--- src/rtl/mmcs_pkg.sv ---
// ----------------------------------------------------------------------------
// mmcs_pkg: shared types and constants of the min-max contrast stretch
// Sample width, datapath widths, the map request record, queue status and
// the state type of the mapping engine.
// ----------------------------------------------------------------------------
package mmcs_pkg;

    // Width of a source sample, two's complement
    localparam int SAMPLE_BITS = 16;

    // Output pixel width and the saturation limit
    localparam int PIX_W   = 8;
    localparam int PIX_MAX = (1 << PIX_W) - 1;

    // sample - frame_min, signed
    localparam int DIFF_W = SAMPLE_BITS + 1;
    // frame_max - frame_min, never negative
    localparam int DEN_W  = SAMPLE_BITS;
    // out_high - out_low, signed
    localparam int SPAN_W = PIX_W + 1;
    // Product of difference and span, and its magnitude for the divider
    localparam int NUM_W  = DIFF_W + SPAN_W;
    localparam int MAG_W  = NUM_W;
    localparam int CNT_W  = $clog2(MAG_W);

    // Request queue between the front and the back
    localparam int Q_DEPTH = 2;
    localparam int Q_PTR_W = $clog2(Q_DEPTH);

    // Operation codes of an input item
    localparam logic OP_MEASURE = 1'b0;
    localparam logic OP_MAP     = 1'b1;

    // Configuration register indexes
    localparam int   REG_IDX_W    = 1;
    localparam logic REG_OUT_LOW  = 1'b0;
    localparam logic REG_OUT_HIGH = 1'b1;

    // Everything the back needs to map one sample
    typedef struct packed {
        logic signed [DIFF_W-1:0] diff;
        logic        [DEN_W-1:0]  den;
        logic signed [SPAN_W-1:0] span;
        logic        [PIX_W-1:0]  lo;
        logic                     flat;
    } map_req_t;

    // Queue status seen by both sides
    typedef struct packed {
        logic empty;
        logic full;
    } q_stat_t;

    // Mapping engine states
    typedef enum logic [2:0] {
        ST_IDLE,
        ST_MUL,
        ST_ABS,
        ST_DIV,
        ST_FIX,
        ST_RND,
        ST_DONE
    } back_state_t;

endpackage

--- src/rtl/min_max_contrast_stretch.sv ---
// ----------------------------------------------------------------------------
// min_max_contrast_stretch: two-pass min-max contrast stretch
// Measure requests gather frame extremes; map requests return stretched,
// rounded and saturated 8-bit pixels.
// ----------------------------------------------------------------------------
// Measure requests (op 0) are taken one per cycle while the queue has room
// and produce no result; last closes the frame and the next measure request
// opens a new one. Each map request (op 1) yields one pixel: a flat frame
// skips the divider; others pass the abs step, a bit-serial divider (one
// quotient bit a cycle), fix and round. A two-entry request queue lets
// intake run ahead of the divider; a filled output register waits for
// out_ready, and intake stalls once the queue fills. The user must write
// out_low and out_high through cfg_we/cfg_index/cfg_data only while idle.
module min_max_contrast_stretch (
    input  logic                                    clk,
    input  logic                                    rst_n,
    input  logic                                    in_valid,
    output logic                                    in_ready,
    input  logic                                    op,
    input  logic signed [mmcs_pkg::SAMPLE_BITS-1:0] sample,
    input  logic                                    last,
    output logic                                    out_valid,
    input  logic                                    out_ready,
    output logic [mmcs_pkg::PIX_W-1:0]              pixel_out,
    output logic                                    flat,
    input  logic                                    cfg_we,
    input  logic [mmcs_pkg::REG_IDX_W-1:0]          cfg_index,
    input  logic [mmcs_pkg::PIX_W-1:0]              cfg_data
);
    import mmcs_pkg::*;

    q_stat_t   q_stat;
    logic      q_push;
    logic      q_pop;
    map_req_t  q_wdata;
    map_req_t  q_rdata;

    mmcs_front u_front (
        .clk       (clk),
        .rst_n     (rst_n),
        .in_valid  (in_valid),
        .in_ready  (in_ready),
        .op        (op),
        .sample    (sample),
        .last      (last),
        .cfg_we    (cfg_we),
        .cfg_index (cfg_index),
        .cfg_data  (cfg_data),
        .q_stat    (q_stat),
        .q_push    (q_push),
        .q_wdata   (q_wdata)
    );

    mmcs_queue u_queue (
        .clk   (clk),
        .rst_n (rst_n),
        .push  (q_push),
        .wdata (q_wdata),
        .pop   (q_pop),
        .rdata (q_rdata),
        .stat  (q_stat)
    );

    mmcs_back u_back (
        .clk       (clk),
        .rst_n     (rst_n),
        .q_stat    (q_stat),
        .q_rdata   (q_rdata),
        .q_pop     (q_pop),
        .out_valid (out_valid),
        .out_ready (out_ready),
        .pixel_out (pixel_out),
        .flat      (flat)
    );

endmodule

--- src/rtl/mmcs_front.sv ---
// ----------------------------------------------------------------------------
// mmcs_front: request intake and frame statistics
// Accepts input requests, tracks the frame minimum and maximum on measure
// requests, holds the output range registers and queues map requests.
// ----------------------------------------------------------------------------
module mmcs_front (
    input  logic                                 clk,
    input  logic                                 rst_n,
    input  logic                                 in_valid,
    output logic                                 in_ready,
    input  logic                                 op,
    input  logic signed [mmcs_pkg::SAMPLE_BITS-1:0] sample,
    input  logic                                 last,
    input  logic                                 cfg_we,
    input  logic [mmcs_pkg::REG_IDX_W-1:0]       cfg_index,
    input  logic [mmcs_pkg::PIX_W-1:0]           cfg_data,
    input  mmcs_pkg::q_stat_t                    q_stat,
    output logic                                 q_push,
    output mmcs_pkg::map_req_t                   q_wdata
);
    import mmcs_pkg::*;

    logic signed [SAMPLE_BITS-1:0] frame_min_reg;
    logic signed [SAMPLE_BITS-1:0] frame_max_reg;
    logic                          frame_open_reg;
    logic [PIX_W-1:0]              out_low_reg;
    logic [PIX_W-1:0]              out_high_reg;
    logic                          accept;
    logic signed [DIFF_W-1:0]      diff_full;
    logic signed [DIFF_W-1:0]      den_full;

    // Accept whenever the queue has room
    assign in_ready = !q_stat.full;
    assign accept   = in_valid && in_ready;
    assign q_push   = accept && (op == OP_MAP);

    // Build the map request from the extremes seen so far
    assign diff_full = DIFF_W'(sample) - DIFF_W'(frame_min_reg);
    assign den_full  = DIFF_W'(frame_max_reg) - DIFF_W'(frame_min_reg);

    always_comb
    begin
        q_wdata.diff = diff_full;
        q_wdata.den  = den_full[DEN_W-1:0];
        q_wdata.span = $signed({1'b0, out_high_reg}) - $signed({1'b0, out_low_reg});
        q_wdata.lo   = out_low_reg;
        q_wdata.flat = (frame_max_reg == frame_min_reg);
    end

    // Track the frame extremes; the first sample of a frame loads both
    always_ff @(posedge clk or negedge rst_n)
    begin
        if (!rst_n)
        begin
            frame_min_reg  <= '0;
            frame_max_reg  <= '0;
            frame_open_reg <= 1'b0;
        end
        else if (accept && (op == OP_MEASURE))
        begin
            if (!frame_open_reg)
            begin
                frame_min_reg <= sample;
                frame_max_reg <= sample;
            end
            else
            begin
                if (sample < frame_min_reg)
                    frame_min_reg <= sample;
                if (sample > frame_max_reg)
                    frame_max_reg <= sample;
            end
            frame_open_reg <= !last;
        end
    end

    // Write the output range registers
    always_ff @(posedge clk or negedge rst_n)
    begin
        if (!rst_n)
        begin
            out_low_reg  <= '0;
            out_high_reg <= PIX_W'(PIX_MAX);
        end
        else if (cfg_we)
        begin
            case (cfg_index)
                REG_OUT_LOW:  out_low_reg  <= cfg_data;
                REG_OUT_HIGH: out_high_reg <= cfg_data;
                default:      ;
            endcase
        end
    end

    // The measured range never inverts
    a_range_order: assert property (@(posedge clk) disable iff (!rst_n)
        frame_min_reg <= frame_max_reg)
        else $error("frame minimum above frame maximum");

endmodule

--- src/rtl/mmcs_queue.sv ---
// ----------------------------------------------------------------------------
// mmcs_queue: map request queue
// Short register queue that decouples request intake from the mapping engine.
// ----------------------------------------------------------------------------
module mmcs_queue (
    input  logic                clk,
    input  logic                rst_n,
    input  logic                push,
    input  mmcs_pkg::map_req_t  wdata,
    input  logic                pop,
    output mmcs_pkg::map_req_t  rdata,
    output mmcs_pkg::q_stat_t   stat
);
    import mmcs_pkg::*;

    map_req_t             entry_reg [Q_DEPTH];
    logic [Q_PTR_W-1:0]   wr_ptr_reg;
    logic [Q_PTR_W-1:0]   rd_ptr_reg;
    logic [Q_PTR_W:0]     count_reg;

    assign rdata      = entry_reg[rd_ptr_reg];
    assign stat.empty = (count_reg == '0);
    assign stat.full  = (count_reg == (Q_PTR_W+1)'(Q_DEPTH));

    // Store pushed requests
    always_ff @(posedge clk)
    begin
        if (push)
            entry_reg[wr_ptr_reg] <= wdata;
    end

    // Advance pointers and count
    always_ff @(posedge clk or negedge rst_n)
    begin
        if (!rst_n)
        begin
            wr_ptr_reg <= '0;
            rd_ptr_reg <= '0;
            count_reg  <= '0;
        end
        else
        begin
            if (push)
                wr_ptr_reg <= (wr_ptr_reg == Q_PTR_W'(Q_DEPTH - 1)) ? '0 : wr_ptr_reg + 1'b1;
            if (pop)
                rd_ptr_reg <= (rd_ptr_reg == Q_PTR_W'(Q_DEPTH - 1)) ? '0 : rd_ptr_reg + 1'b1;
            if (push && !pop)
                count_reg <= count_reg + 1'b1;
            else if (pop && !push)
                count_reg <= count_reg - 1'b1;
        end
    end

    a_no_overflow: assert property (@(posedge clk) disable iff (!rst_n)
        push |-> !stat.full)
        else $error("request pushed into full queue");

    a_no_underflow: assert property (@(posedge clk) disable iff (!rst_n)
        pop |-> !stat.empty)
        else $error("request popped from empty queue");

endmodule

--- src/rtl/mmcs_back.sv ---
// ----------------------------------------------------------------------------
// mmcs_back: mapping engine
// Multiplies the offset by the output span, divides by the frame range one
// quotient bit a cycle, rounds half to even, saturates and presents results.
// ----------------------------------------------------------------------------
module mmcs_back (
    input  logic                      clk,
    input  logic                      rst_n,
    input  mmcs_pkg::q_stat_t         q_stat,
    input  mmcs_pkg::map_req_t        q_rdata,
    output logic                      q_pop,
    output logic                      out_valid,
    input  logic                      out_ready,
    output logic [mmcs_pkg::PIX_W-1:0] pixel_out,
    output logic                      flat
);
    import mmcs_pkg::*;

    back_state_t              state_reg;
    back_state_t              state_next;
    map_req_t                 req_reg;
    logic signed [NUM_W-1:0]  num_reg;
    logic                     neg_reg;
    logic [MAG_W-1:0]         dq_reg;
    logic [DEN_W-1:0]         rem_reg;
    logic [CNT_W-1:0]         cnt_reg;
    logic signed [NUM_W-1:0]  q_reg;
    logic [DEN_W-1:0]         r_reg;
    logic [PIX_W-1:0]         res_pix;
    logic                     res_flat;
    logic                     out_valid_reg;
    logic [PIX_W-1:0]         pixel_out_reg;
    logic                     flat_reg;

    logic                     out_free;
    logic                     out_load;
    logic [DEN_W:0]           rem_sh;
    logic [DEN_W:0]           den_x;
    logic                     ge;
    logic [DEN_W:0]           trial;
    logic [DEN_W:0]           r2;
    logic                     round_up;
    logic signed [NUM_W-1:0]  q_rnd;
    logic signed [NUM_W:0]    v;

    assign out_free = !out_valid_reg || out_ready;

    // Next state
    always_comb
    begin
        state_next = state_reg;
        case (state_reg)
            ST_IDLE: if (!q_stat.empty) state_next = ST_MUL;
            ST_MUL:  state_next = req_reg.flat ? ST_DONE : ST_ABS;
            ST_ABS:  state_next = ST_DIV;
            ST_DIV:  if (cnt_reg == '0) state_next = ST_FIX;
            ST_FIX:  state_next = ST_RND;
            ST_RND:  state_next = ST_DONE;
            ST_DONE: if (out_free) state_next = ST_IDLE;
            default: state_next = ST_IDLE;
        endcase
    end

    // State outputs
    always_comb
    begin
        q_pop    = 1'b0;
        out_load = 1'b0;
        case (state_reg)
            ST_IDLE: q_pop    = !q_stat.empty;
            ST_DONE: out_load = out_free;
            default: ;
        endcase
    end

    always_ff @(posedge clk or negedge rst_n)
    begin
        if (!rst_n)
            state_reg <= ST_IDLE;
        else
            state_reg <= state_next;
    end

    // One restoring divide step
    assign rem_sh = {rem_reg, dq_reg[MAG_W-1]};
    assign den_x  = {1'b0, req_reg.den};
    assign ge     = (rem_sh >= den_x);
    assign trial  = rem_sh - den_x;

    // Round half to even, add the low end, saturate
    assign r2       = {r_reg, 1'b0};
    assign round_up = (r2 > den_x) || ((r2 == den_x) && q_reg[0]);
    assign q_rnd    = q_reg + $signed({{(NUM_W-1){1'b0}}, round_up});
    assign v        = $signed({{(NUM_W+1-PIX_W){1'b0}}, req_reg.lo}) + (NUM_W+1)'(q_rnd);

    // Datapath
    always_ff @(posedge clk)
    begin
        case (state_reg)
            ST_IDLE:
            begin
                if (q_pop)
                    req_reg <= q_rdata;
            end
            ST_MUL:
            begin
                num_reg  <= req_reg.diff * req_reg.span;
                res_pix  <= req_reg.lo;
                res_flat <= req_reg.flat;
            end
            ST_ABS:
            begin
                neg_reg <= num_reg[NUM_W-1];
                dq_reg  <= num_reg[NUM_W-1] ? MAG_W'(-num_reg) : MAG_W'(num_reg);
                rem_reg <= '0;
                cnt_reg <= CNT_W'(MAG_W - 1);
            end
            ST_DIV:
            begin
                rem_reg <= ge ? trial[DEN_W-1:0] : rem_sh[DEN_W-1:0];
                dq_reg  <= {dq_reg[MAG_W-2:0], ge};
                cnt_reg <= cnt_reg - 1'b1;
            end
            ST_FIX:
            begin
                // Turn the magnitude result into floor division
                if (!neg_reg)
                begin
                    q_reg <= $signed(dq_reg);
                    r_reg <= rem_reg;
                end
                else if (rem_reg == '0)
                begin
                    q_reg <= -$signed(dq_reg);
                    r_reg <= '0;
                end
                else
                begin
                    q_reg <= $signed(~dq_reg);
                    r_reg <= req_reg.den - rem_reg;
                end
            end
            ST_RND:
            begin
                if (v < 0)
                    res_pix <= '0;
                else if (v > PIX_MAX)
                    res_pix <= PIX_W'(PIX_MAX);
                else
                    res_pix <= v[PIX_W-1:0];
            end
            default: ;
        endcase
    end

    // Output register
    always_ff @(posedge clk or negedge rst_n)
    begin
        if (!rst_n)
            out_valid_reg <= 1'b0;
        else if (out_load)
            out_valid_reg <= 1'b1;
        else if (out_ready)
            out_valid_reg <= 1'b0;
    end

    always_ff @(posedge clk)
    begin
        if (out_load)
        begin
            pixel_out_reg <= res_pix;
            flat_reg      <= res_flat;
        end
    end

    assign out_valid = out_valid_reg;
    assign pixel_out = pixel_out_reg;
    assign flat      = flat_reg;

    a_div_count: assert property (@(posedge clk) disable iff (!rst_n)
        (state_reg == ST_DIV && cnt_reg != '0) |=>
            (state_reg == ST_DIV && cnt_reg == $past(cnt_reg) - 1'b1))
        else $error("divider step count broken");

    a_rem_bound: assert property (@(posedge clk) disable iff (!rst_n)
        (state_reg == ST_FIX) |-> (rem_reg < req_reg.den))
        else $error("divider remainder not below range");

    a_flat_low: assert property (@(posedge clk) disable iff (!rst_n)
        (out_load && res_flat) |-> (res_pix == req_reg.lo))
        else $error("flat frame result differs from low output");

endmodule
--- config.mk ---
export PLATFORM = sky130hd
export DESIGN_NAME = min_max_contrast_stretch
export DESIGN_NICKNAME = d
export VERILOG_FILES = /design/src/rtl/mmcs_pkg.sv /design/src/rtl/min_max_contrast_stretch.sv /design/src/rtl/mmcs_front.sv /design/src/rtl/mmcs_queue.sv /design/src/rtl/mmcs_back.sv
export SDC_FILE = /design/constraint.sdc
export NUM_CORES = 1
export LEC_CHECK = 0
export ABC_AREA = 1
export BUFFER_PORTS_ARGS = -buffer_cell sky130_fd_sc_hd__buf_2
export CAP_MARGIN = 20
export CORE_AREA = 2 2 253 255
export DETAILED_ROUTE_END_ITERATION = 10
export DIE_AREA = 0 0 255 257
export PLACE_DENSITY_LB_ADDON = 0.15
export SLEW_MARGIN = 10
export SYNTH_ARGS = -nofsm -noshare
export SYNTH_HDL_FRONTEND = slang
export SYNTH_HIERARCHICAL = 1
export SYNTH_SLANG_ARGS = --single-unit
--- constraint.sdc ---
create_clock -name clk -period 12.7 [get_ports clk]
set_input_delay 2.54 -clock clk [delete_from_list [all_inputs] [get_ports clk]]
set_output_delay 2.54 -clock clk [all_outputs]
set_load 0.03 [all_outputs]
==> reports/results.ini, run 1 <==
[run_status]
status=finished clean

[detailed_routing]
route.vias.total=17400
route.detailed.drc=0
routedWlPerCell_microns=15.8
via_per_inst=4.91
wirelength_mm=56.1
first_pass_iters=5
drtIter0Drc=861
ant_nets=0

[worst_setup_path]
endpoint_kind=register
crit_required_ns=13.01
arrival_ns=6.10
cp-start-kind=register
path_class=reg2reg
cp_max_fo=17

[finish]
layout-drive-gt1-share_pct=10.9
mostFrequentLayoutCells=609 x nand2_1, 391 x inv_1, 287 x edfxtp_1
final_cells=3546
largest_reg_flops=102
final_common_cell=nand2_1
area_delta_synth_final_pct=9.40
nets=3007

[clocking]
cts_buffers=42
clk_path_buf_depth=3
ctsResizeCount=0
insertion_delay_ns=0.58
postCtsSetupBuffers=0
clock_sinks=344
cts.clk_slew.worst_paths_ns=0.06
cts_max_level=2
cts_tree=done
hold_buffers=0
ctsRootBufferMaster=clkbuf_16

[sta]
tns_ns=0
hold_viol_final=0
finalCritPeriodShare_pct=45.6
worst_slew_pin_slew_ns=0.880
rsz0062_at_grt=no
layout_min_cycle_time_ns=5.79
max-slew-margin-rel_pct=41.1
setup_viol=0
maxSlewViolCount=0
fin_ws_ns=6.91
finClkSkew_ns=0.0333
timing.fmax_mhz=173
hold_ws_ns=0.408

[placement]
place.detailed.hpwl_mm=43.7
place_ws_ns=6.86
port_buffers=42
placed_cells=3474
place_congestion=0.876

[global_route]
antenna_found_initial=3
grt_pass1_wl_mm=92.3
grt_overflow=0
grt_max_degree=58
grt_pass1_vias=17900
grt_use_total_pct=17.6

[floorplanning]
fp.dieH_microns=257
start_util_pct=39.8
die-area_sq_um=65500
core_area_sq_um=62700
boundaryPins=43
core.rowCount=92
die_w_microns=255

[logic_synthesis]
synthAdderAreaFrac_pct=19.2
ys.warnings.count=6
synthesis.nets=2976
synth_area_leaders=edfxtp_1 35%, fa_1 11%, nand2_1 9.2%
synth-simple-area-share_pct=18.7
yosysUniqueCellTypes=62
synth_compound_area_share_pct=6.51
synthCells=2641
synth_flop_cell=edfxtp_1
yosys.area_share.xor_xnor_pct=4.81
synthMuxAreaShare_pct=3.04
synth_top_area_share_pct=34.5
ys_seq_area_share_pct=40.3
async_flop_share_pct=16.6
ys_ff_latch=344
avgSynthCellArea_sq_um=9.46
synth-edff-count=287
synth_top_family_by_area=adder cells
syn_area_sq_um=25000
synth_largest_area_cell=edfxtp_1

[hold_path]
hold_path.class=reg2reg

[run]
maxCapViolations=0

## worst paths after layout
kind / startpoint / to / slack [ns] / depth (start not counted)
worst min register to register: u_back/res_pix[6] / u_back/pixel_out[6] / 0.41 / 0
worst max register to register: u_back/req_reg[17] / u_back/num_reg[23] / 6.91 / 20
worst min-delay path: u_back/res_pix[6] / u_back/pixel_out[6] / 0.41 / 0
worst max-delay path: u_back/req_reg[17] / u_back/num_reg[23] / 6.91 / 20
min in group asynchronous: rst_n / u_front/frame_min_reg[2] / 2.17 / 2
max in group asynchronous: rst_n / u_queue/rd_ptr_reg / 9.93 / 2
## critical path, cell delays in order, from the launching register on
cell and delay [ns]:
edfxtp_1 0.38, inv_1 0.24, or2_2 0.37, fa_1 0.50, fa_1 0.54, inv_1 0.05, fa_1 0.50, fa_1 0.58
fa_1 0.43, ha_1 0.38, a21oi_1 0.23, o21ai_0 0.10, nor2_1 0.15, o21ai_0 0.15, nand3_1 0.09, nand2_1 0.08
nand2_1 0.06, nand2_1 0.09, a21oi_1 0.28, o21ai_0 0.15, xor2_1 0.16
## cell usage after synthesis (6+ instances only)
cell type    n
nand2_1    609
inv_1      392
edfxtp_1   287
ha_1       171
nor2_1     158
fa_1       132
nand3_1    111
o21ai_0    105
a21oi_1    101
xor2_1      93
clkbuf_1    52
dfrtp_1     49
mux2_4      49
xnor2_1     44
nand4_1     33
nand2_2     26
nor3_1      26
or2_2       25
nor2_2      14
a21o_1      12
o21ai_1     12
nor2_4      10
o22ai_1     10
nand2_4      9
dfstp_2      8
nor4_1       8
inv_2        7
nand3b_1     7
a31oi_1      6
buf_12       6
o211ai_1     6
## per-stage QoR
step           utilization [%]  instance area, sq um
2_1_floorplan                -                 25000
3_5_place_dp              41.4                 26000
5_1_grt                   43.5                 27300
4_1_cts                   43.5                 27300
3_3_place_gp              41.4                 26000
6_report                  43.5                 27300
## per-layer routing
layer  vias to the layer above  global-route usage, %  wire (microns)
met2                       315                   29.7           26500
met4                         4                   4.95            1260
met5                         -                      0              24
met3                        76                   2.63            2130
li1                       8697                      -               -
met1                      8331                   23.5           26100
## kinds of logic (layout without fill, tap and decap cells)
group,Yosys count,count (layout)
DFF,344,344
xor gates and xnor gates,137,137
and+or+nand+nor,1049,1049
AOI/OAI and AO/OA,288,288
muxes,51,51
adders and majority gates,303,303
other,0,1
buffers and inverters,469,527
## layout make-up
| cell class | count | area (sq um) |
|---|---|---|
| fill | 6040 | 35400 |
| multi-input combinational | 1828 | 13100 |
| sequential | 344 | 10100 |
| inverter | 402 | 1510 |
| clock buffer | 48 | 1080 |
| tap | 846 | 1060 |
| timing repair buffer | 54 | 300 |
| clock inverter | 23 | 253 |
| antenna | 1 | 2.50 |
Power of run 1 is left out: the tool's default activity adds up to more than one toggle a clock period on the data nets, which glitch-free logic cannot reach.
==> run 2: changes to the inputs <==
==> constraint.sdc (replaced) <==
create_clock -name clk -period 5.1 [get_ports clk]
set_input_delay 1.02 -clock clk [delete_from_list [all_inputs] [get_ports clk]]
set_output_delay 1.02 -clock clk [all_outputs]
set_load 0.03 [all_outputs]
==> run 2 against run 1 <==
Compared with the run above:
- global-route usage increased by 0.66 points
- design area increased by 3.8%
- register-to-register slack got worse by 6.9 ns
- core utilization increased by 1.7 points
- count of clock-buffer cells in the layout increased by 8
- worst setup slack got worse by 6.9 ns
- sequential share of layout area decreased by 1.4 points
- die area unchanged
- via count increased by 2.2%
- non-clock buffer count increased by 85
- clock skew decreased by 0.021 ns
- critical path type unchanged
- largest cell class unchanged
==> reports/results.ini, run 2 (synthesis gave the netlist of run 1 again) <==
[placement]
port_buffers=42
place.detailed.hpwl_mm=46.7
place_congestion=0.862
placed_area_sq_um=26500

[detailed_routing]
first_pass_iters=5
wirelength_mm=59.1
drtIter0Drc=964
routedWlPerCell_microns=16.2
route.detailed.drc=0
route.vias.total=17800
via_per_inst=4.90
ant_nets=0

[clocking]
clock_sinks=344
cts_max_level=2
cts.clk_slew.worst_paths_ns=0.06
ctsRootBufferMaster=clkbuf_16
hold_buffers=0
insertion_delay_ns=0.58
cts_tree=done
clk_path_buf_depth=3
cts_buffers=41

[finish]
nets=3091
multi_input_area_sq_um=13400
largest_reg_flops=102
fillCellCount=6031
final_area_sq_um=28400
layout-drive-gt1-share_pct=15.4
final_common_cell=nand2_1
mostFrequentLayoutCells=602 x nand2_1, 385 x inv_1, 287 x edfxtp_1
diodes=0
area_delta_synth_final_pct=13.6
ff_latch_area_sq_um=10100

[sta]
setup_viol=0
maxSlewViolCount=0
timing.fmax_mhz=198
layout_min_cycle_time_ns=5.04
worst_slew_pin_slew_ns=1.01
finalCritPeriodShare_pct=98.8
finClkSkew_ns=0.0122
max-slew-margin-rel_pct=32.9
hold_viol_final=0
rsz0062_at_grt=yes

[global_route]
antenna_found_initial=1
grt_max_degree=63
grt_use_total_pct=18.3
grt_pass1_vias=17700
gr-usage-met1_pct=24.9
met3_usage_pct=2.21
grt_overflow=0
top_usage_layer=met2
grt_pass1_wl_mm=94.7
use_met2_pct=30.6

[worst_setup_path]
crit_chain=or2_4 > fa_1 > fa_1 > inv_2 > fa_1 > fa_1 > fa_1 > ha_4 > a21oi_4 > o21ai_2 > nor2_2 > o21ai_2 > nand3_1 > nand2_1 > nand2_1 > nand2_2 > a21oi_4 > o211a_1 > xor2_1
path_class=reg2reg
crit_family=adder cells
crit_top_cell=fa_1
crit_required_ns=5.41
cp-start-kind=register
cp_max_fo=4
crit_buf_inv=1
cpPeakStageDelay_ns=0.56
arrival_ns=5.35
endpoint_kind=register
crit_slowest_cell=fa_1

[run_status]
status=finished clean

[floorplanning]
core_area_sq_um=62700
fp.dieH_microns=257
die_w_microns=255
boundaryPins=43
core.rowCount=92
start_util_pct=39.8
die-area_sq_um=65500

[hold_path]
hold_path.class=in2async

[run]
maxCapViolations=0

## run 2: changes by cell type in the layout (fill, tap and decap cells not counted), moves of 5 or more
cell and change:
buf_4 +82, ha_1 -15, ha_4 +13, a21oi_1 -7
nand2_1 -7, o21ai_0 -7, inv_1 -6, inv_2 +6
o21ai_2 +6, a21oi_2 +5, nand2_2 +5
## run 2: layout make-up
class	instances	area share (%)
clock buffers	56	4.07
clock inverters	20	0.825
inverters	402	5.33
multi-input cells	1828	47.2
flip-flops and latches	344	35.5
well taps	846	3.73
repair buffers	139	3.36
## run 2: repair_timing
action                                  CTS  global route
endpoints found under the setup margin   12            18
pin swaps                                 7            58
resized for setup                         8            63
hold endpoints to repair                  0             0
buffers inserted                          2            15
## run 2: final timing paths
kind	start	end	slack [ns]	cells after the start
worst min-delay path	rst_n	u_front/frame_max_reg[13]	0.46	1
worst min register to register	u_back/res_flat	u_back/flat	0.46	0
max in group asynchronous	rst_n	u_queue/count_reg[0]	3.70	2
worst max-delay path	u_back/req_reg[34]	u_back/num_reg[25]	0.06	19
min in group clk	u_back/res_flat	u_back/flat	0.46	0
worst max register to register	u_back/req_reg[34]	u_back/num_reg[25]	0.06	19
## run 2: layer usage
metal,share of wire (%),wire length (microns)
met1,46,27300
met2,48,28200
met3,3.8,2260
met4,2.2,1300
met5,0,0
## run 2: through the flow
stage | instances | hold slack, ns | setup slack, ns | util (%) | TNS, ns
after CTS | 3620 | 0.458 | -0.000104 | 44.6 | -0.000104
after global routing | 3635 | 0.465 | -0.204 | 45.2 | -1.85
after detailed placement | 3542 | 0.442 | -0.111 | 42.3 | -0.877
final | 3635 | 0.456 | 0.0599 | 45.2 | 0
after global placement | 3542 | 0.444 | -0.0164 | 42.3 | -0.0164
after floorplan | 2641 | 0.400 | 0.0135 | - | 0
Power of run 2 is left out for the same reason.
